--- config.mk ---
export PLATFORM = sky130hd
export DESIGN_NAME = ltf_lane
export DESIGN_NICKNAME = d
export VERILOG_FILES = /design/src/ltf_pkg.sv /design/src/ltf_lane.sv
export SDC_FILE = /design/constraint.sdc
export NUM_CORES = 2
export LEC_CHECK = 0
export BUFFER_PORTS_ARGS = -buffer_cell sky130_fd_sc_hd__buf_2
export CORE_ASPECT_RATIO = 0.75
export CORE_UTILIZATION = 50
export CTS_CLUSTER_SIZE = 30
export DETAILED_ROUTE_END_ITERATION = 8
export GPL_ROUTABILITY_DRIVEN = 0
export PLACE_DENSITY_LB_ADDON = 0.3
export SYNTH_ARGS = -nofsm -noshare
export SYNTH_HDL_FRONTEND = slang
export SYNTH_SLANG_ARGS = --single-unit
--- constraint.sdc ---
create_clock -name clk_i -period 17.2 [get_ports clk_i]
set_clock_uncertainty 0.1 [all_clocks]
set_input_delay 0.86 -clock clk_i [delete_from_list [all_inputs] [get_ports clk_i]]
set_output_delay 0.86 -clock clk_i [all_outputs]
set_load 0.01 [all_outputs]
--- src/ltf_pkg.sv ---
// Shared types, constants and arithmetic helpers for the two-axis tracking filter.
package ltf_pkg;

  localparam int unsigned CFG_IDX_W = 3;

  typedef enum logic [CFG_IDX_W-1:0] {
    REG_STEP_GAIN     = 3'd0,
    REG_POSITION_GAIN = 3'd1,
    REG_BIAS_GAIN     = 3'd2,
    REG_LEAK_FACTOR   = 3'd3,
    REG_INIT_AZ       = 3'd4,
    REG_INIT_EL       = 3'd5,
    REG_INIT_AZ_BIAS  = 3'd6,
    REG_INIT_EL_BIAS  = 3'd7
  } ltf_reg_e;

  localparam logic [31:0] STEP_GAIN_RST     = 32'd21474836;
  localparam logic [31:0] POSITION_GAIN_RST = 32'd268435456;
  localparam logic [31:0] BIAS_GAIN_RST     = 32'd671089;
  localparam logic [31:0] LEAK_FACTOR_RST   = 32'd1073741824;

  // Half an LSB of a Q2.30 product, for round half away from zero
  localparam logic [64:0] RND_HALF = 65'h0_2000_0000;

  localparam logic signed [40:0] SAT_MAX = 41'sd2147483647;
  localparam logic signed [40:0] SAT_MIN = -41'sd2147483648;

  typedef struct packed {
    logic signed [31:0] meas_az;
    logic signed [31:0] meas_el;
    logic               restart;
  } ltf_in_t;

  typedef struct packed {
    logic signed [31:0] az_bias;
    logic signed [31:0] el_bias;
    logic signed [31:0] filtered_az;
    logic signed [31:0] filtered_el;
  } ltf_out_t;

  typedef enum logic [2:0] {
    OP_NONE,
    OP_LOAD,
    OP_MUL_BL,
    OP_MUL_EB,
    OP_MUL_EK,
    OP_INNER,
    OP_MUL_T,
    OP_FILT
  } ltf_op_e;

  typedef struct packed {
    ltf_op_e op;
    logic    done;
  } ltf_cmd_t;

  // Shift a magnitude product right by 30 with rounding, then apply the sign
  function automatic logic signed [35:0] rnd_q30(logic [63:0] p, logic neg);
    logic [64:0] s;
    logic [35:0] m;
    s = {1'b0, p} + RND_HALF;
    m = {1'b0, s[64:30]};
    return neg ? -$signed(m) : $signed(m);
  endfunction

  function automatic logic signed [31:0] sat32(logic signed [40:0] v);
    logic signed [31:0] r;
    if (v > SAT_MAX) begin
      r = 32'sh7FFF_FFFF;
    end else if (v < SAT_MIN) begin
      r = 32'sh8000_0000;
    end else begin
      r = v[31:0];
    end
    return r;
  endfunction

endpackage

--- src/ltf_lane.sv ---
// Datapath for one axis: error, leaky bias integrator and filtered angle.
module ltf_lane import ltf_pkg::*; (
  input  logic               clk_i,
  input  logic               rst_ni,
  input  ltf_cmd_t           cmd_i,
  input  logic signed [31:0] meas_i,
  input  logic               restart_i,
  input  logic signed [31:0] init_filt_i,
  input  logic signed [31:0] init_bias_i,
  input  logic [31:0]        step_gain_i,
  input  logic [31:0]        position_gain_i,
  input  logic [31:0]        bias_gain_i,
  input  logic [31:0]        leak_factor_i,
  output logic signed [31:0] bias_o,
  output logic signed [31:0] filt_o
);

  logic signed [31:0] bias_q, filt_q;
  logic signed [32:0] err_q;
  logic signed [35:0] acc_q, inner_q;
  logic [63:0]        prod_q;
  logic [35:0]        prodhi_q;
  logic               neg_q;

  logic signed [31:0] filt_src;
  logic signed [32:0] err_d;
  logic [31:0]        bias_mag, err_mag;
  logic [35:0]        inner_mag;
  logic [32:0]        err_abs;
  logic [31:0]        mul_a, mul_g;
  logic [63:0]        mul_p;
  logic signed [35:0] rnd;
  logic [38:0]        filt_rmag;
  logic signed [39:0] filt_r;

  assign filt_src  = restart_i ? init_filt_i : filt_q;
  assign err_d     = {meas_i[31], meas_i} - {filt_src[31], filt_src};
  assign bias_mag  = bias_q[31] ? 32'(-bias_q) : 32'(bias_q);
  assign err_abs   = err_q[32] ? 33'(-err_q) : 33'(err_q);
  assign err_mag   = err_abs[31:0];
  assign inner_mag = inner_q[35] ? 36'(-inner_q) : 36'(inner_q);

  // Share one 32x32 multiplier across the update steps
  always_comb begin
    case (cmd_i.op)
      OP_MUL_BL: begin
        mul_a = bias_mag;
        mul_g = leak_factor_i;
      end
      OP_MUL_EB: begin
        mul_a = err_mag;
        mul_g = bias_gain_i;
      end
      OP_MUL_EK: begin
        mul_a = err_mag;
        mul_g = position_gain_i;
      end
      OP_MUL_T: begin
        mul_a = inner_mag[31:0];
        mul_g = step_gain_i;
      end
      default: begin
        mul_a = err_mag;
        mul_g = position_gain_i;
      end
    endcase
  end

  assign mul_p = 64'(mul_a) * 64'(mul_g);
  assign rnd   = rnd_q30(prod_q, neg_q);

  // High part of the product is already aligned: times 2^32 over 2^30
  assign filt_rmag = {1'b0, prodhi_q, 2'b00} + 39'(({1'b0, prod_q} + RND_HALF) >> 30);
  assign filt_r    = neg_q ? -$signed({1'b0, filt_rmag}) : $signed({1'b0, filt_rmag});

  always_ff @(posedge clk_i or negedge rst_ni) begin
    if (!rst_ni) begin
      bias_q <= '0;
      filt_q <= '0;
    end else begin
      case (cmd_i.op)
        OP_LOAD: begin
          if (restart_i) begin
            bias_q <= init_bias_i;
            filt_q <= init_filt_i;
          end
        end
        OP_MUL_EK: begin
          bias_q <= sat32(41'(acc_q) + 41'(rnd));
        end
        OP_FILT: begin
          filt_q <= sat32(41'(filt_q) + 41'(filt_r));
        end
        default: begin
        end
      endcase
    end
  end

  always_ff @(posedge clk_i) begin
    case (cmd_i.op)
      OP_LOAD: begin
        err_q <= err_d;
      end
      OP_MUL_BL: begin
        prod_q <= mul_p;
        neg_q  <= bias_q[31];
      end
      OP_MUL_EB: begin
        prod_q <= mul_p;
        neg_q  <= err_q[32];
        acc_q  <= rnd;
      end
      OP_MUL_EK: begin
        prod_q <= mul_p;
        neg_q  <= err_q[32];
      end
      OP_INNER: begin
        inner_q <= 36'(bias_q) + rnd;
      end
      OP_MUL_T: begin
        prod_q   <= mul_p;
        prodhi_q <= 36'(inner_mag[35:32]) * 36'(step_gain_i);
        neg_q    <= inner_q[35];
      end
      default: begin
      end
    endcase
  end

  assign bias_o = bias_q;
  assign filt_o = filt_q;

endmodule

# Yosys cells after proc, flatten, opt, wreduce, memory -nomap -nowiden
# Cells that the tools add are included.
# totals
ff_bits,270
input_bits,231
output_inout_bits,64
wordCells,55
# op_classes
add_sub_neg,11
mul,2
n_lt_le_gt_ge,4
eq_ne,8
muxes,16
reduce_logical,6
# op_table
operator,n
32-bit two-way mux,8
32-bit case mux with 2 select lines,3
32-bit case mux with 3 select lines,1
36-bit two-way mux,2
64-bit by 30-bit adder with 65-bit output (second input constant),1
32-bit by 32-bit multiplier with 64-bit output,1
32-bit negator,2
32-bit by 40-bit adder with 41-bit output,1
41-bit by 32-bit greater-than comparator with 1-bit output (second input constant),1
41-bit by 32-bit < comparator with 1-bit output (second input constant),1
40-bit two-way mux,1
39-bit negator with 40-bit output,1
38-bit by 35-bit adder with 39-bit output,1
36-bit by 36-bit adder with 37-bit output,1
37-bit by 32-bit greater-than comparator with 1-bit output (second input constant),1
37-bit by 32-bit < comparator with 1-bit output (second input constant),1
32-bit by 36-bit adder with 36-bit output,1
4-bit by 32-bit multiplier with 36-bit output,1
35-bit negator with 36-bit output,1
36-bit negator,1
32-bit by 32-bit subtractor with 33-bit output,1
3-bit == test (second input constant),4
3-bit by 2-bit == test with 1-bit output (second input constant),2
2-bit nonzero test,2
7 further kinds,7

# Logic depth before layout (Yosys ltp)
# logic_depth
word_depth,9
mapped_depth,41
mapped_depth_nobuf,40

# Worst setup path before layout
# No wires, ideal clock.
# synth_path
path_type,register to register
startpoint,reg err_q[4]
endpoint,reg prod_q[52] (data pin)
setup_time_ps,258
t_arrival_ps,10511
required_ps,16842
setup_slack_ps,6332
path_stages_with_launch,40
path_buffers,2
synth_period_minus_slack_ps,10868
cell_sequence,edfxtp_1 or3_1 or3b_2 or2_1 or4_1 or4_1 or3_1 o21ai_0 xor2_1 o21ai_0 clkbuf_1 clkbuf_1 nand2_1 fa_1 inv_1 fa_1 inv_1 fa_1 [... 4 more ...] inv_1 fa_1 fa_1 inv_1 ha_1 o21a_1 a21oi_1 nand3_1 nor4_1 a211oi_1 a21oi_1 o21bai_1 a31oi_1 o221ai_1 a21oi_1 inv_1 a21oi_1 xnor2_1
# synth_via
elab_chain_len,4
# synth_lines
item,line,rtl
from (decl),ltf_lane.sv:19,logic signed [32:0] err_q;
from (signal assigned),ltf_lane.sv:103,err_q <= err_d;
32-bit negator,ltf_lane.sv:39,assign err_abs = err_q[32] ? 33'(-err_q) : 33'(err_q);
32-bit two-way mux *,ltf_lane.sv:39,
32-bit case mux with 2 select lines *,ltf_lane.sv:45,case (cmd_i.op)
32-bit by 32-bit multiplier with 64-bit output *,ltf_lane.sv:69,assign mul_p = 64'(mul_a) * 64'(mul_g);
named net mul_p[52],ltf_lane.sv:31,logic [63:0] mul_p;
to (signal assigned),ltf_lane.sv:106,prod_q <= mul_p;
to (signal assigned),ltf_lane.sv:110,prod_q <= mul_p;
to (signal assigned),ltf_lane.sv:115,prod_q <= mul_p;
to (decl),ltf_lane.sv:21,logic [63:0] prod_q;
# The timed path passes the listed nets; every way through them passes the cells marked *.
# A chain may end at the register's enable or synchronous reset.

# Worst setup path in the final report
# layout_path
startpoint,reg err_q[0]
endpoint,reg prod_q[61] (data pin)
# Same word-level chain as after synthesis.

==> out/results.txt <==
The floorplan has 108 rows. The all-layer global routing usage was 0.318; the design area was 0.0630 mm². After synthesis the cells add up to 0.0588 mm².

In the final timing run, aggregate negative setup slack is 0 ns. The tools report the element type at the critical path end as a register. Clock-pin slew was measured on the worst setup and hold paths at 0.08 ns.

The share of synthesized area occupied by flip-flops and latches is 0.118, and the via count of the first global-routing pass is 49200. The logs give 1 for the count of H-tree levels built during CTS and 0.0622 mm² for the post-detailed-placement cell area. The tree built by TritonCTS fans out to 241 sinks. Setup repair after global routing left no endpoint under its margin. The routed layout has 50200 vias. Timing would allow up to 0.0790 GHz. TritonCTS built the clock tree.

The CTS buffer count is 24. The headroom to the max-slew limit is 0.105, and the die extent in y is 299 µm. Required time of the worst setup path: 17.42 ns. The cell count of the worst reg-to-reg path is 41. After the last flow step, the layout net total stands at 8711. The count of maximum capacitance violations was 0; the longest individual stage delay on the worst path was 0.84 ns.

The flow ran to the end, and the final reports show no timing, DRC or antenna violations. The post-route fraction of the period consumed by the critical path is 0.736. Leaving out fill and tap cells, the most frequent cell in the layout is sky130_fd_sc_hd__inv_1. Setup violations remaining at the end of the flow were counted as 0. After layout, the minimum clock period comes to 12.65 ns. The run gives 0 as the count of final hold-check violations.

The tools report the worst-case clock buffer depth as 3. The detailed-route vias per instance works out to 5.84. The floorplan step defined a die boundary enclosing 0.119 mm². The flop and latch count out of synthesis is 241. After technology mapping, the gate count stands at 6908.

The count of cell types in the netlist came out at 92. The Yosys step of the flow raised 0 warnings. Fill cells in the final layout number 10700. From left edge to right edge, the die measures 398 µm. Clock tree root buffer cell: sky130_fd_sc_hd__clkbuf_16. Each instance of the synthesized netlist takes up on average 8.51 µm². Compared with the post-synthesis result, the final layout area differs by 7.15%. The tools report the number of DRC markers in iteration 0 as 5070. Buffers added to address setup during post-CTS repair amount to 0. After detailed routing, the average wire length per cell comes to 21.9 µm. Placeable core area: 0.116 mm². Top flip-flop cell by instance count after synthesis: sky130_fd_sc_hd__edfxtp_1. Yosys mapped a number of flops with a built-in enable equal to 177.

Summed over all layers, the global routing overflow is 0. Among all stages on the critical path, the largest delay is contributed by sky130_fd_sc_hd__a21oi_1. The worst setup path is launched from a register. During I/O placement, the number of pins put on the boundary was 295.

The quantity of gates resized following cts came out at 0. For the maximum number of pins on one net before global-route repair, the log shows 89. The detail route stage leaves a number of antenna-violating nets equal to 0. Wire length of the first global-routing pass: 290000 µm. The logs give 15 for the number of antenna violations at the first check in global routing and 8583 for the post-synth net total. Slew at the pin with the worst max-slew slack: 1.33 ns. The library cells used most frequently in the layout, excluding fill and tap cells, are 1202 x sky130_fd_sc_hd__inv_1, 1105 x sky130_fd_sc_hd__nand2_1, 960 x sky130_fd_sc_hd__fa_1. The number of hold buffers added after CTS was 0. The path class of the tightest hold or removal check is primary input to async pin. The number of buffer cells added on primary ports is 293, and the number of iterations in the first detailed-routing pass is 6.

The clock network latency to the later pin of the worst-skew pair was 0.58 ns; the total length of routed wires was 188000 µm. The run gives 12.88 ns as the critical path data arrival time. For the initial core utilization, the log shows 0.506. The share of synthesized registers carrying an async set or reset is 0.266, and the share of post-route cells with drive strength above 1 is 0.0800. The remaining routing DRC violations is 0, and the final number of max-transition violations is 0.

The wire-length estimate of the detail-placed layout is 148000 µm. Worst setup path category: register to register. The largest driver fanout on the critical path was 32.
[synthesized netlist by cell type (23+ instances only)]
cell type	n	area, µm²
sky130_fd_sc_hd__o31ai_1	58	435
sky130_fd_sc_hd__o21a_1	57	428
sky130_fd_sc_hd__mux2i_1	60	601
sky130_fd_sc_hd__a211oi_1	23	173
sky130_fd_sc_hd__nand2b_1	47	294
sky130_fd_sc_hd__or3_1	67	419
sky130_fd_sc_hd__nand2_1	1105	4150
sky130_fd_sc_hd__o21ai_0	286	1430
sky130_fd_sc_hd__a31oi_1	28	175
sky130_fd_sc_hd__ha_1	484	6060
sky130_fd_sc_hd__o211ai_1	31	233
sky130_fd_sc_hd__nand3_1	67	335
sky130_fd_sc_hd__clkbuf_1	292	1100
sky130_fd_sc_hd__nor3_1	58	290
sky130_fd_sc_hd__o21bai_1	48	360
sky130_fd_sc_hd__inv_1	1202	4510
sky130_fd_sc_hd__xor2_1	128	1120
sky130_fd_sc_hd__nor4_1	41	257
sky130_fd_sc_hd__and2_1	133	832
sky130_fd_sc_hd__nor2_1	326	1220
sky130_fd_sc_hd__dfrtp_1	64	1600
sky130_fd_sc_hd__and3_1	35	219
sky130_fd_sc_hd__nor2b_1	127	795
sky130_fd_sc_hd__a21o_1	121	908
sky130_fd_sc_hd__xnor2_1	275	2410
sky130_fd_sc_hd__a21oi_1	301	1510
sky130_fd_sc_hd__fa_1	960	19200
sky130_fd_sc_hd__nand4_1	33	206
sky130_fd_sc_hd__edfxtp_1	177	5320
[metrics by stage]
step                hold WS [ns]  setup WS (ns)  utilization  cells
floorplan                  0.452           6.33            -   6908
global placement           0.435           4.82        0.535   8550
detailed placement         0.442           4.80        0.535   8550
CTS                        0.392           4.74        0.542   8594
global route               0.450           3.94        0.542   8597
finish                     0.376           4.55        0.542   8602
[final cells by class]
type	instances	area, µm²	area share
Timing Repair Buffer	408	2330	0.0370
Inverter	1203	4520	0.0716
Multi-Input combinational cell	5158	46500	0.738
Sequential cell	241	6920	0.110
Clock buffer	29	661	0.0105
Antenna cell	8	20.0	0.000318
Tap cell	1540	1930	0.0306
Clock inverter	15	131	0.00208
[worst max-delay path, delay by kind of cell (launching register included)]
family	cells	cell delay (ns)
and+or+nand+nor	10	2.95
xor gates and xnor gates	2	0.23
DFF	1	0.52
AOI/OAI and AO/OA	10	2.94
buffers and inverters	9	0.93
adders and majority gates	10	4.66
[registers in the layout, indices dropped and copies added (netlist names)]
name and cells:
acc_q 36, bias_o 32, err_q 33, filt_o 32, inner_q 36, neg_q 1, prod_q 35, prodhi_q 36
[kinds of logic after synthesis]
group	share of synthesized area
AO/OA/AOI/OAI	0.121
XOR/XNOR	0.0600
adder cells (fa/ha/maj)	0.430
buffers and inverters	0.0968
flip-flops	0.118
multiplexers	0.0127
AND/OR/NAND/NOR	0.162
[final timing paths]
check                      slack, ns                      to                    from
max in group asynchronous      16.02   bias_o[7]$_DFFE_PN0P_                  rst_ni
min in group clk_i              0.45  filt_o[25]$_DFFE_PN0P_  filt_o[25]$_DFFE_PN0P_
min reg2reg                     0.45  filt_o[25]$_DFFE_PN0P_  filt_o[25]$_DFFE_PN0P_
max                             4.55    prod_q[61]$_DFFE_PP_      err_q[0]$_DFFE_PP_
min                             0.38  filt_o[12]$_DFFE_PN0P_                  rst_ni
max reg2reg                     4.55    prod_q[61]$_DFFE_PP_      err_q[0]$_DFFE_PP_
[layer usage]
metal | track usage | wire length, µm
met1 | 0.467 | 78400
met2 | 0.439 | 74400
met3 | 0.118 | 29900
met4 | 0.0764 | 5180
met5 | 0.00635 | 153
Power is left out: the tool's default activity adds up to more than one toggle a clock period on the data nets, which glitch-free logic cannot reach.
