File: config.mk
export PLATFORM = sky130hd
export DESIGN_NAME = ltf_ctrl
export DESIGN_NICKNAME = d
export VERILOG_FILES = /design/src/ltf_pkg.sv /design/src/ltf_ctrl.sv
export SDC_FILE = /design/constraint.sdc
export NUM_CORES = 1
export LEC_CHECK = 0
export BUFFER_PORTS_ARGS = -buffer_cell sky130_fd_sc_hd__buf_2
export CORE_AREA = 3 3 40 42
export CTS_CLUSTER_SIZE = 12
export DETAILED_ROUTE_END_ITERATION = 8
export DIE_AREA = 0 0 43 45
export PLACE_DENSITY = 0.36
export RECOVER_POWER = 50
export SYNTH_ARGS = -nofsm -noshare
export SYNTH_HDL_FRONTEND = slang
export SYNTH_SLANG_ARGS = --single-unit
File: constraint.sdc
create_clock -name clk_i -period 1.5 [get_ports clk_i]
set_input_delay 0.3 -clock clk_i [delete_from_list [all_inputs] [get_ports clk_i]]
set_output_delay 0.3 -clock clk_i [all_outputs]
set_load 0.02 [all_outputs]
File: src/ltf_pkg.sv
// Shared types, constants and arithmetic helpers for the two-axis tracking filter.
package ltf_pkg;

  localparam int unsigned CFG_IDX_W = 3;

  typedef enum logic [CFG_IDX_W-1:0] {
    REG_STEP_GAIN     = 3'd0,
    REG_POSITION_GAIN = 3'd1,
    REG_BIAS_GAIN     = 3'd2,
    REG_LEAK_FACTOR   = 3'd3,
    REG_INIT_AZ       = 3'd4,
    REG_INIT_EL       = 3'd5,
    REG_INIT_AZ_BIAS  = 3'd6,
    REG_INIT_EL_BIAS  = 3'd7
  } ltf_reg_e;

  localparam logic [31:0] STEP_GAIN_RST     = 32'd21474836;
  localparam logic [31:0] POSITION_GAIN_RST = 32'd268435456;
  localparam logic [31:0] BIAS_GAIN_RST     = 32'd671089;
  localparam logic [31:0] LEAK_FACTOR_RST   = 32'd1073741824;

  // Half an LSB of a Q2.30 product, for round half away from zero
  localparam logic [64:0] RND_HALF = 65'h0_2000_0000;

  localparam logic signed [40:0] SAT_MAX = 41'sd2147483647;
  localparam logic signed [40:0] SAT_MIN = -41'sd2147483648;

  typedef struct packed {
    logic signed [31:0] meas_az;
    logic signed [31:0] meas_el;
    logic               restart;
  } ltf_in_t;

  typedef struct packed {
    logic signed [31:0] az_bias;
    logic signed [31:0] el_bias;
    logic signed [31:0] filtered_az;
    logic signed [31:0] filtered_el;
  } ltf_out_t;

  typedef enum logic [2:0] {
    OP_NONE,
    OP_LOAD,
    OP_MUL_BL,
    OP_MUL_EB,
    OP_MUL_EK,
    OP_INNER,
    OP_MUL_T,
    OP_FILT
  } ltf_op_e;

  typedef struct packed {
    ltf_op_e op;
    logic    done;
  } ltf_cmd_t;

  // Shift a magnitude product right by 30 with rounding, then apply the sign
  function automatic logic signed [35:0] rnd_q30(logic [63:0] p, logic neg);
    logic [64:0] s;
    logic [35:0] m;
    s = {1'b0, p} + RND_HALF;
    m = {1'b0, s[64:30]};
    return neg ? -$signed(m) : $signed(m);
  endfunction

  function automatic logic signed [31:0] sat32(logic signed [40:0] v);
    logic signed [31:0] r;
    if (v > SAT_MAX) begin
      r = 32'sh7FFF_FFFF;
    end else if (v < SAT_MIN) begin
      r = 32'sh8000_0000;
    end else begin
      r = v[31:0];
    end
    return r;
  endfunction

endpackage

File: src/ltf_ctrl.sv
// Sequencer that steps both axis lanes through one filter update.
module ltf_ctrl import ltf_pkg::*; (
  input  logic     clk_i,
  input  logic     rst_ni,
  input  logic     in_valid_i,
  input  logic     out_busy_i,
  output logic     in_stall_o,
  output ltf_cmd_t cmd_o
);

  typedef enum logic [2:0] {
    ST_IDLE,
    ST_BL,
    ST_EB,
    ST_EK,
    ST_INNER,
    ST_MT,
    ST_FILT,
    ST_FIN
  } state_e;

  state_e state_q, state_d;

  always_comb begin
    state_d    = state_q;
    cmd_o.op   = OP_NONE;
    cmd_o.done = 1'b0;
    case (state_q)
      ST_IDLE: begin
        if (in_valid_i) begin
          cmd_o.op = OP_LOAD;
          state_d  = ST_BL;
        end
      end
      ST_BL: begin
        cmd_o.op = OP_MUL_BL;
        state_d  = ST_EB;
      end
      ST_EB: begin
        cmd_o.op = OP_MUL_EB;
        state_d  = ST_EK;
      end
      ST_EK: begin
        cmd_o.op = OP_MUL_EK;
        state_d  = ST_INNER;
      end
      ST_INNER: begin
        cmd_o.op = OP_INNER;
        state_d  = ST_MT;
      end
      ST_MT: begin
        cmd_o.op = OP_MUL_T;
        state_d  = ST_FILT;
      end
      ST_FILT: begin
        cmd_o.op = OP_FILT;
        state_d  = ST_FIN;
      end
      ST_FIN: begin
        // hold until the output register can take the word
        if (!out_busy_i) begin
          cmd_o.done = 1'b1;
          state_d    = ST_IDLE;
        end
      end
      default: begin
        state_d = ST_IDLE;
      end
    endcase
  end

  assign in_stall_o = (state_q != ST_IDLE);

  always_ff @(posedge clk_i or negedge rst_ni) begin
    if (!rst_ni) begin
      state_q <= ST_IDLE;
    end else begin
      state_q <= state_d;
    end
  end

endmodule

# Yosys cells after proc, flatten, opt, wreduce, memory -nomap -nowiden
# Cells that the tools add are included.
classes:
  mux: 7
  multipliers: 0
  n_bitwise: 0
  shifts: 0
  n_lt_le_gt_ge: 0
  n_addsub: 0
  n_div: 0
  eq_ne: 9
  reduce_logical: 3
ops:
  columns: ["cell", "n"]
  rows:
  - ["$pmux 3 s8", 1]
  - ["$pmux 3 s7", 1]
  - ["$eq 3x3->1 const B", 4]
  - ["$eq 3x2->1 const B", 2]
  - ["$mux 3", 2]
  - ["$ne 2x2->1 const B", 2]
  - ["$eq 3x1->1 const B", 1]
  - ["$logic_not 3->1", 1]
  - ["$mux 1", 3]
  - ["$reduce_bool 3->1", 1]
  - ["$reduce_and 2->1", 1]
word_totals:
  output_inout_bits: 5
  latchBits: 0
  elab_cells: 20
  romBits: 0
  in_bits: 4
  mem_count: 0
  reg_bits: 3
  ramBits: 0

# Depth between registers and ports, before layout
# Gate-level depths: netlist of the first run.
depth:
  ltp_word: 3
  depth_mapped: 5
  mapped_depth_nobuf: 5

# Worst setup path after synthesis of the first run
# OpenSTA, ideal clock, no wires.
synth_path:
  path_kind: "flip-flop to output port"
  start: "register state_q[0]"
  end: "output port cmd_o[3] in the netlist's numbering"
  required_ns: 1.200
  arrival_ns: 1.147
  stages_incl_launch_ff: 5
  setup_slack_ns: 0.053
  path_buffers: 0
  path_cell_list: "dfrtp_1 -> inv_1 -> ha_1 -> nor3_1 -> a21oi_1"
synth_lines:
  columns: ["element", "line_no", "text"]
  rows:
  - ["start, declared", "ltf_ctrl.sv:22", "state_e state_q, state_d;"]
  - ["start signal, assigned", "ltf_ctrl.sv:78", "state_q <= state_d;"]
  - ["end, declared", "ltf_ctrl.sv:8", "output ltf_cmd_t cmd_o"]

==> reports/qor.csv, run 1 <==
stage;metric;value;unit
floorplanning;die_w;43;um
sta;setup_viol;6;
final_layout;syn_to_final_growth;79.0;%
placed_design;placed_cells;50;
cts;cts_max_level;1;
power;leakage;0.214;nW
drt;viasPerCell;4.44;
cts;clock_latency;240;ps
final_layout;nNetsFinal;53;
sta;setup_ws;-140;ps
drt;ant_nets;0;
placed_design;io_buffers;8;
sta;hold_viol;0;
floorplanning;die_h;45;um
floorplanning;start_util;20.4;%
global_routing;overflow;0;
logic_synthesis;synthAdderAreaFrac;19.0;%
run_status;violations;negative setup slack;
logic_synthesis;synth.avg_cell_area;10.1;sq um
sta;period_share;109;%
placed_design;gp_congestion;0.810;
setup_path;cp-end-kind;primary output;
power;p_per_area;2700;mW/mm^2
setup_path;critPathArrivalTime;1340;ps
final_layout;antennaDiodeCount;0;
sta;min_period;1640;ps
logic_synthesis;synth_top_family_by_area;compound AO/OA/AOI/OAI gates;
final_layout;largest-register;state_q;
logic_synthesis;synth_xor_xnor_area_share;0;%
final_layout;reg.largest.list;state_q x3;
drt;vias;262;
cts;clk_pin_slew;40;ps
final_layout;final_layout_size_suffix_gt1_share;63.6;%
floorplanning;row_count;13;
final_layout;largest_reg_flops;3;
drt;avgRoutedWirePerCell;11.8;um
min_path;holdCritPathClass;input pin to async pin;
final_layout;final_common_cell;buf_6;
setup_path;crit_fanout;3;
power;peakVddDrop;0.736;mV
floorplanning;die-area;0.00194;sq mm
floorplanning;placeableCoreArea;0.00128;sq mm
sta;max_freq;0.610;GHz
placed_design;placedInstanceArea;329;sq um
placed_design;dpl_worst_slack;-44.5;ps
global_routing;grt_usage;8.41;%
logic_synthesis;postSynthCellCount;26;
drt;wl;695;um
cts;cts.sinks;3;
sta;relSlewSlack;84.3;%
logic_synthesis;synth-seq-area-share;28.6;%
cts;numCtsBuffers;3;
sta;fin_skew;4.85;ps
placed_design;dpl.hpwl;510;um
drt;drc;0;
cts;cts_buffer_depth;2;
logic_synthesis;yosys_warnings;0;
cts;tritoncts;built;
final_layout;mostFrequentLayoutCells;6 x buf_6, 5 x buf_4, 3 x clkbuf_4, 3 x dfrtp_1;
drt;firstDrtPassIters;2;
setup_path;startpoint_type;register;
floorplanning;num_io_pins;9;
logic_synthesis;synth_area;263;sq um
logic_synthesis;synthSimpleGateAreaFrac;13.3;%
logic_synthesis;synth_compound_area_share;19.0;%
final_layout;num-fill-cells;134;
setup_path;crit_required;1200;ps
sta;whs;405;ps
global_routing;grt_pass1_vias;267;
logic_synthesis;synth_cell_types;15;
run;cap_violations;0;
sta;slew_viol_final;0;
drt;drt_iter0_markers;2;
global_routing;grt_pass1_wl;1.08;mm
setup_path;crit_type;register to primary output;
logic_synthesis;muxShareOfSynthArea;11.4;%
global_routing;antenna_found_initial;0;
sta;tightest_slew;236;ps
cts;cts-root-buf;clkbuf_4;
logic_synthesis;synth.net_count;34;
global_routing;grt_max_degree;7;
logic_synthesis;synth-seq-cells;3;
final_layout;fin_cells;59;
final_layout;final_area;470;sq um
run_status;status;finished, violations left;
sta;rsz0062_at_grt;yes;
==> cell usage after synthesis <==
master | instances | share of area (%)
nand3_1 | 1 | 1.9
inv_1 | 4 | 5.7
o221ai_1 | 1 | 3.3
nand2b_4 | 1 | 5.2
buf_4 | 1 | 2.9
nor2_1 | 1 | 1.4
ha_1 | 4 | 19
dfrtp_1 | 3 | 29
o21ai_1 | 2 | 3.8
nor3b_1 | 1 | 2.9
mux2_4 | 2 | 11
a21oi_1 | 2 | 3.8
o21ai_0 | 1 | 1.9
o21ai_4 | 1 | 6.2
nor3_1 | 1 | 1.9
==> logic make-up (layout without fill, tap and decap cells) <==
| kind of cell | after synthesis | in the layout |
|---|---|---|
| compound gates | 7 | 7 |
| flops | 3 | 3 |
| mux | 2 | 2 |
| simple gates | 5 | 5 |
| buf+inv | 5 | 23 |
| fa+ha+maj | 4 | 4 |
==> where the power goes <==
group | leakage [nW] | internal (mW) | switching, mW
Clock | 0.0150 | 0.100 | 0.0486
Combinational | 0.165 | 0.517 | 0.423
Sequential | 0.0349 | 0.127 | 0.0556
Total | 0.214 | 0.744 | 0.527
==> metrics by stage <==
| step | power (mW) | TNS, ps | utilization [%] |
|---|---|---|---|
| after floorplan | 0.658 | 0 | - |
| after global placement | 0.821 | -7.85 | 25.6 |
| after detailed placement | 0.824 | -44.5 | 25.6 |
| after CTS | 1.18 | -422 | 33.9 |
| after global routing | 1.37 | -902 | 36.6 |
| final | 1.27 | -488 | 36.6 |
==> area by class of cell <==
cell class | instances | area [sq um] | area share, %
multi-input cells | 18 | 206 | 43.9
well taps | 15 | 18.8 | 3.99
repair buffers | 15 | 129 | 27.4
clock buffers | 4 | 26.3 | 5.59
inverters | 4 | 15.0 | 3.19
flip-flops and latches | 3 | 75.1 | 16.0
==> final timing paths <==
check	depth (start not counted)	end	slack [ps]	start
worst max register to register	7	state_q[0]	-30	state_q[0]
worst min register to register	1	state_q[0]	590	state_q[0]
worst max-delay path	5	cmd_o[3]	-140	state_q[1]
min in group clk_i	3	state_q[2]	410	out_busy_i
max in group asynchronous	2	state_q[1]	930	rst_ni
worst min-delay path	2	state_q[0]	400	rst_ni
==> what timing repair did <==
item | CTS | global route
endpoints found under the hold margin | 3 | 0
buffers inserted | 2 | 2
endpoints found under the setup margin | 4 | 5
hold buffers | 1 | 0
pin swaps | 3 | 3
resized for setup | 15 | 6
==> per-layer routing <==
layer	routed length [um]	GRT usage (%)
met1	275	8.92
met2	334	12.0
met3	66	5.98
met4	18	5.42
met5	0	0
==> critical path: stages, from the launching register on <==
cell	delay, ps
dfrtp_1	400
inv_2	70
ha_4	170
nor3_2	200
a21oi_1	90
buf_4	160
(Power assumes the default switching activity.)
==> inputs of run 2 (changes only) <==
--- a/config.mk
+++ b/config.mk
@@ -6,11 +6,14 @@
 export NUM_CORES = 1
 export LEC_CHECK = 0
 export BUFFER_PORTS_ARGS = -buffer_cell sky130_fd_sc_hd__buf_2
+export CELL_PAD_IN_SITES_DETAIL_PLACEMENT = 1
+export CELL_PAD_IN_SITES_GLOBAL_PLACEMENT = 1
 export CORE_AREA = 3 3 40 42
 export CTS_CLUSTER_SIZE = 12
 export DETAILED_ROUTE_END_ITERATION = 8
 export DIE_AREA = 0 0 43 45
-export PLACE_DENSITY = 0.36
+export MAX_ROUTING_LAYER = met4
+export PLACE_DENSITY = 0.45
 export RECOVER_POWER = 50
 export SYNTH_ARGS = -nofsm -noshare
 export SYNTH_HDL_FRONTEND = slang
==> run 2 against run 1 <==
Compared with the run above:
- the flow still finishes with violations (negative setup slack)
- sequential cell count stayed put
- core utilization increased by 3.5 points
- clock power is essentially flat
- largest cell class unchanged
- non-clock buffer count is 2 higher
- maximum frequency fell by 1.9%
- critical path depth rose by 1
- first-iteration DRC count decreased by 100%
- clock skew is 1.8 ps higher
==> reports/qor.csv, run 2 (same netlist as run 1, synthesis figures left out) <==
stage;metric;value;unit;change
setup_path;critPathArrivalTime;1370;ps;+30 ps
global_routing;use_met3;2.39;%;-3.6 points
setup_path;crit_type;register to primary output;;
global_routing;grt_max_degree;7;;unchanged
global_routing;grt_pass1_wl;1.36;mm;+25%
floorplanning;row_count;13;;unchanged
drt;avgRoutedWirePerCell;14.0;um;+18%
setup_path;startpoint_type;register;;
final_layout;num-fill-cells;153;;+14%
drt;ant_nets;0;;unchanged
final_layout;multi_input_area;235;sq um;+14%
cts;cts.sinks;3;;unchanged
sta;hold_viol;0;;unchanged
placed_design;gp_congestion;0.678;;-16%
drt;wl;851;um;+22%
sta;rsz0062_at_grt;yes;;
final_layout;antennaDiodeCount;0;;unchanged
cts;clk_pin_slew;40;ps;about the same
floorplanning;start_util;20.4;%;unchanged
floorplanning;die-area;0.00194;sq mm;unchanged
global_routing;grt_pass1_vias;317;;+19%
setup_path;r2r_slack;-80;ps;-50 ps
final_layout;largest-register;state_q;;
global_routing;grt_util_met1;10.4;%;+1.5 points
setup_path;crit_fanout;3;;unchanged
sta;max_freq;0.598;GHz;-1.9%
floorplanning;placeableCoreArea;0.00128;sq mm;unchanged
sta;setup_viol;6;;unchanged
sta;fin_skew;6.70;ps;+1.85 ps
floorplanning;die_h;45;um;unchanged
final_layout;largest_reg_flops;3;;unchanged
sta;relSlewSlack;85.4;%;+1.1 points
sta;slew_viol_final;0;;unchanged
setup_path;r2r_cells;7;;unchanged
run_status;violations;negative setup slack;;
power;peakVddDrop;0.853;mV;+16%
global_routing;grtUsageMet2;17.7;%;+5.7 points
sta;setup_ws;-172;ps;-32.1 ps
global_routing;overflow;0;;unchanged
cts;cts-root-buf;clkbuf_4;;
setup_path;timing.rr.end;state_q[1];;
run_status;status;finished, violations left;;
setup_path;r2r_start;state_q[0];;
drt;vias;273;;+4.2%
setup_path;worst-path-buf-inv;3;;+1
setup_path;max_stage_delay;440;ps;+40 ps
cts;tritoncts;built;;
setup_path;cp-end-kind;primary output;;
setup_path;cp_common_cell;buf_6;;
final_layout;reg.largest.list;state_q x3;;
drt;drt_iter0_markers;0;;-2
final_layout;syn_to_final_growth;96.2;%;
power;power.total;1.46;mW;+15%
cts;clock_latency;240;ps;about the same
drt;viasPerCell;4.48;;+0.78%
sta;min_period;1670;ps;+32.1 ps
setup_path;cp_cell_sequence;inv_4, ha_4, buf_6, nand2b_4, o21ai_2, buf_6;;
final_layout;final_common_cell;buf_4;;
sta;tightest_slew;217;ps;-18.6 ps
floorplanning;num_io_pins;9;;unchanged
final_layout;mostFrequentLayoutCells;7 x buf_4, 5 x buf_6, 4 x ha_4;;
drt;firstDrtPassIters;1;;-1
cts;numCtsBuffers;3;;unchanged
final_layout;fin_util;40.1;%;+3.5 points
setup_path;crit_family;flip-flops;;
cts;cts_max_level;1;;unchanged
sta;period_share;111;%;+2.1 points
drt;drc;0;;unchanged
run;cap_violations;0;;unchanged
floorplanning;die_w;43;um;unchanged
min_path;holdCritPathClass;input pin to async pin;;
final_layout;seq_area;77.6;sq um;+3.3%
power;p_per_area;2830;mW/mm^2;+4.8%
global_routing;top_usage_layer;met2;;
power;leakage;0.223;nW;+4.2%
setup_path;crit_required;1200;ps;about the same
setup_path;critPathSlowestCell;dfrtp_2;;
final_layout;nNetsFinal;55;;+3.8%
cts;cts_buffer_depth;2;;unchanged
global_routing;antenna_found_initial;0;;unchanged
placed_design;io_buffers;8;;unchanged
global_routing;grt_usage;10.3;%;+1.9 points
final_layout;final_layout_size_suffix_gt1_share;71.7;%;+8.1 points
run 2: how the worst max path moves through the flow:
stage          startpoint    endpoint  slack (ps)  depth (start not counted)
2_1_floorplan  state_q[0]    cmd_o[3]          50                          4
3_3_place_gp   state_q[0]  state_q[0]           3                          6
3_5_place_dp   state_q[0]    cmd_o[3]         -20                          5
4_1_cts        state_q[0]    cmd_o[3]        -170                          5
5_1_grt        state_q[0]    cmd_o[1]        -240                          6
6_report       state_q[0]    cmd_o[1]        -170                          6
run 2: layout make-up:
class,instances,area share [%]
multi-input cells,18,45.6
flip-flops and latches,3,15.0
clock buffers,4,5.10
well taps,15,3.64
inverters,4,3.88
repair buffers,17,26.7
run 2: report_power, final:
| part | internal [mW] | leakage, nW | switching [mW] |
|---|---|---|---|
| Combinational | 0.615 | 0.175 | 0.486 |
| Sequential | 0.132 | 0.0331 | 0.0778 |
| Clock | 0.100 | 0.0150 | 0.0492 |
run 2: timing repair:
| action | in CTS | in global routing |
|---|---|---|
| resized for setup | 17 | 10 |
| setup endpoints to repair | 6 | 7 |
| setup buffers | 6 | 0 |
| gates cloned | 0 | 0 |
| hold buffers | 1 | 0 |
| endpoints found under the hold margin | 3 | 0 |
| pin swaps | 3 | 3 |
run 2: metrics by stage:
stage / std cells / setup TNS, ps / hold slack, ps / cell area (sq um) / setup WS, ps
2_1_floorplan: 26 / 0 / 4.41 / 263 / 53.2
3_3_place_gp: 52 / 0 / 95.3 / 344 / 3.07
3_5_place_dp: 52 / -17.5 / 104 / 344 / -17.5
4_1_cts: 63 / -660 / 380 / 488 / -167
5_1_grt: 61 / -992 / 415 / 515 / -237
6_report: 61 / -641 / 403 / 515 / -172
run 2: routing by layer:
metal  wire [um]  vias to the layer above
met1         324                      131
met4          20                        0
met2         480                        9
li1            -                      131
met3          26                        2
met5           0                        -
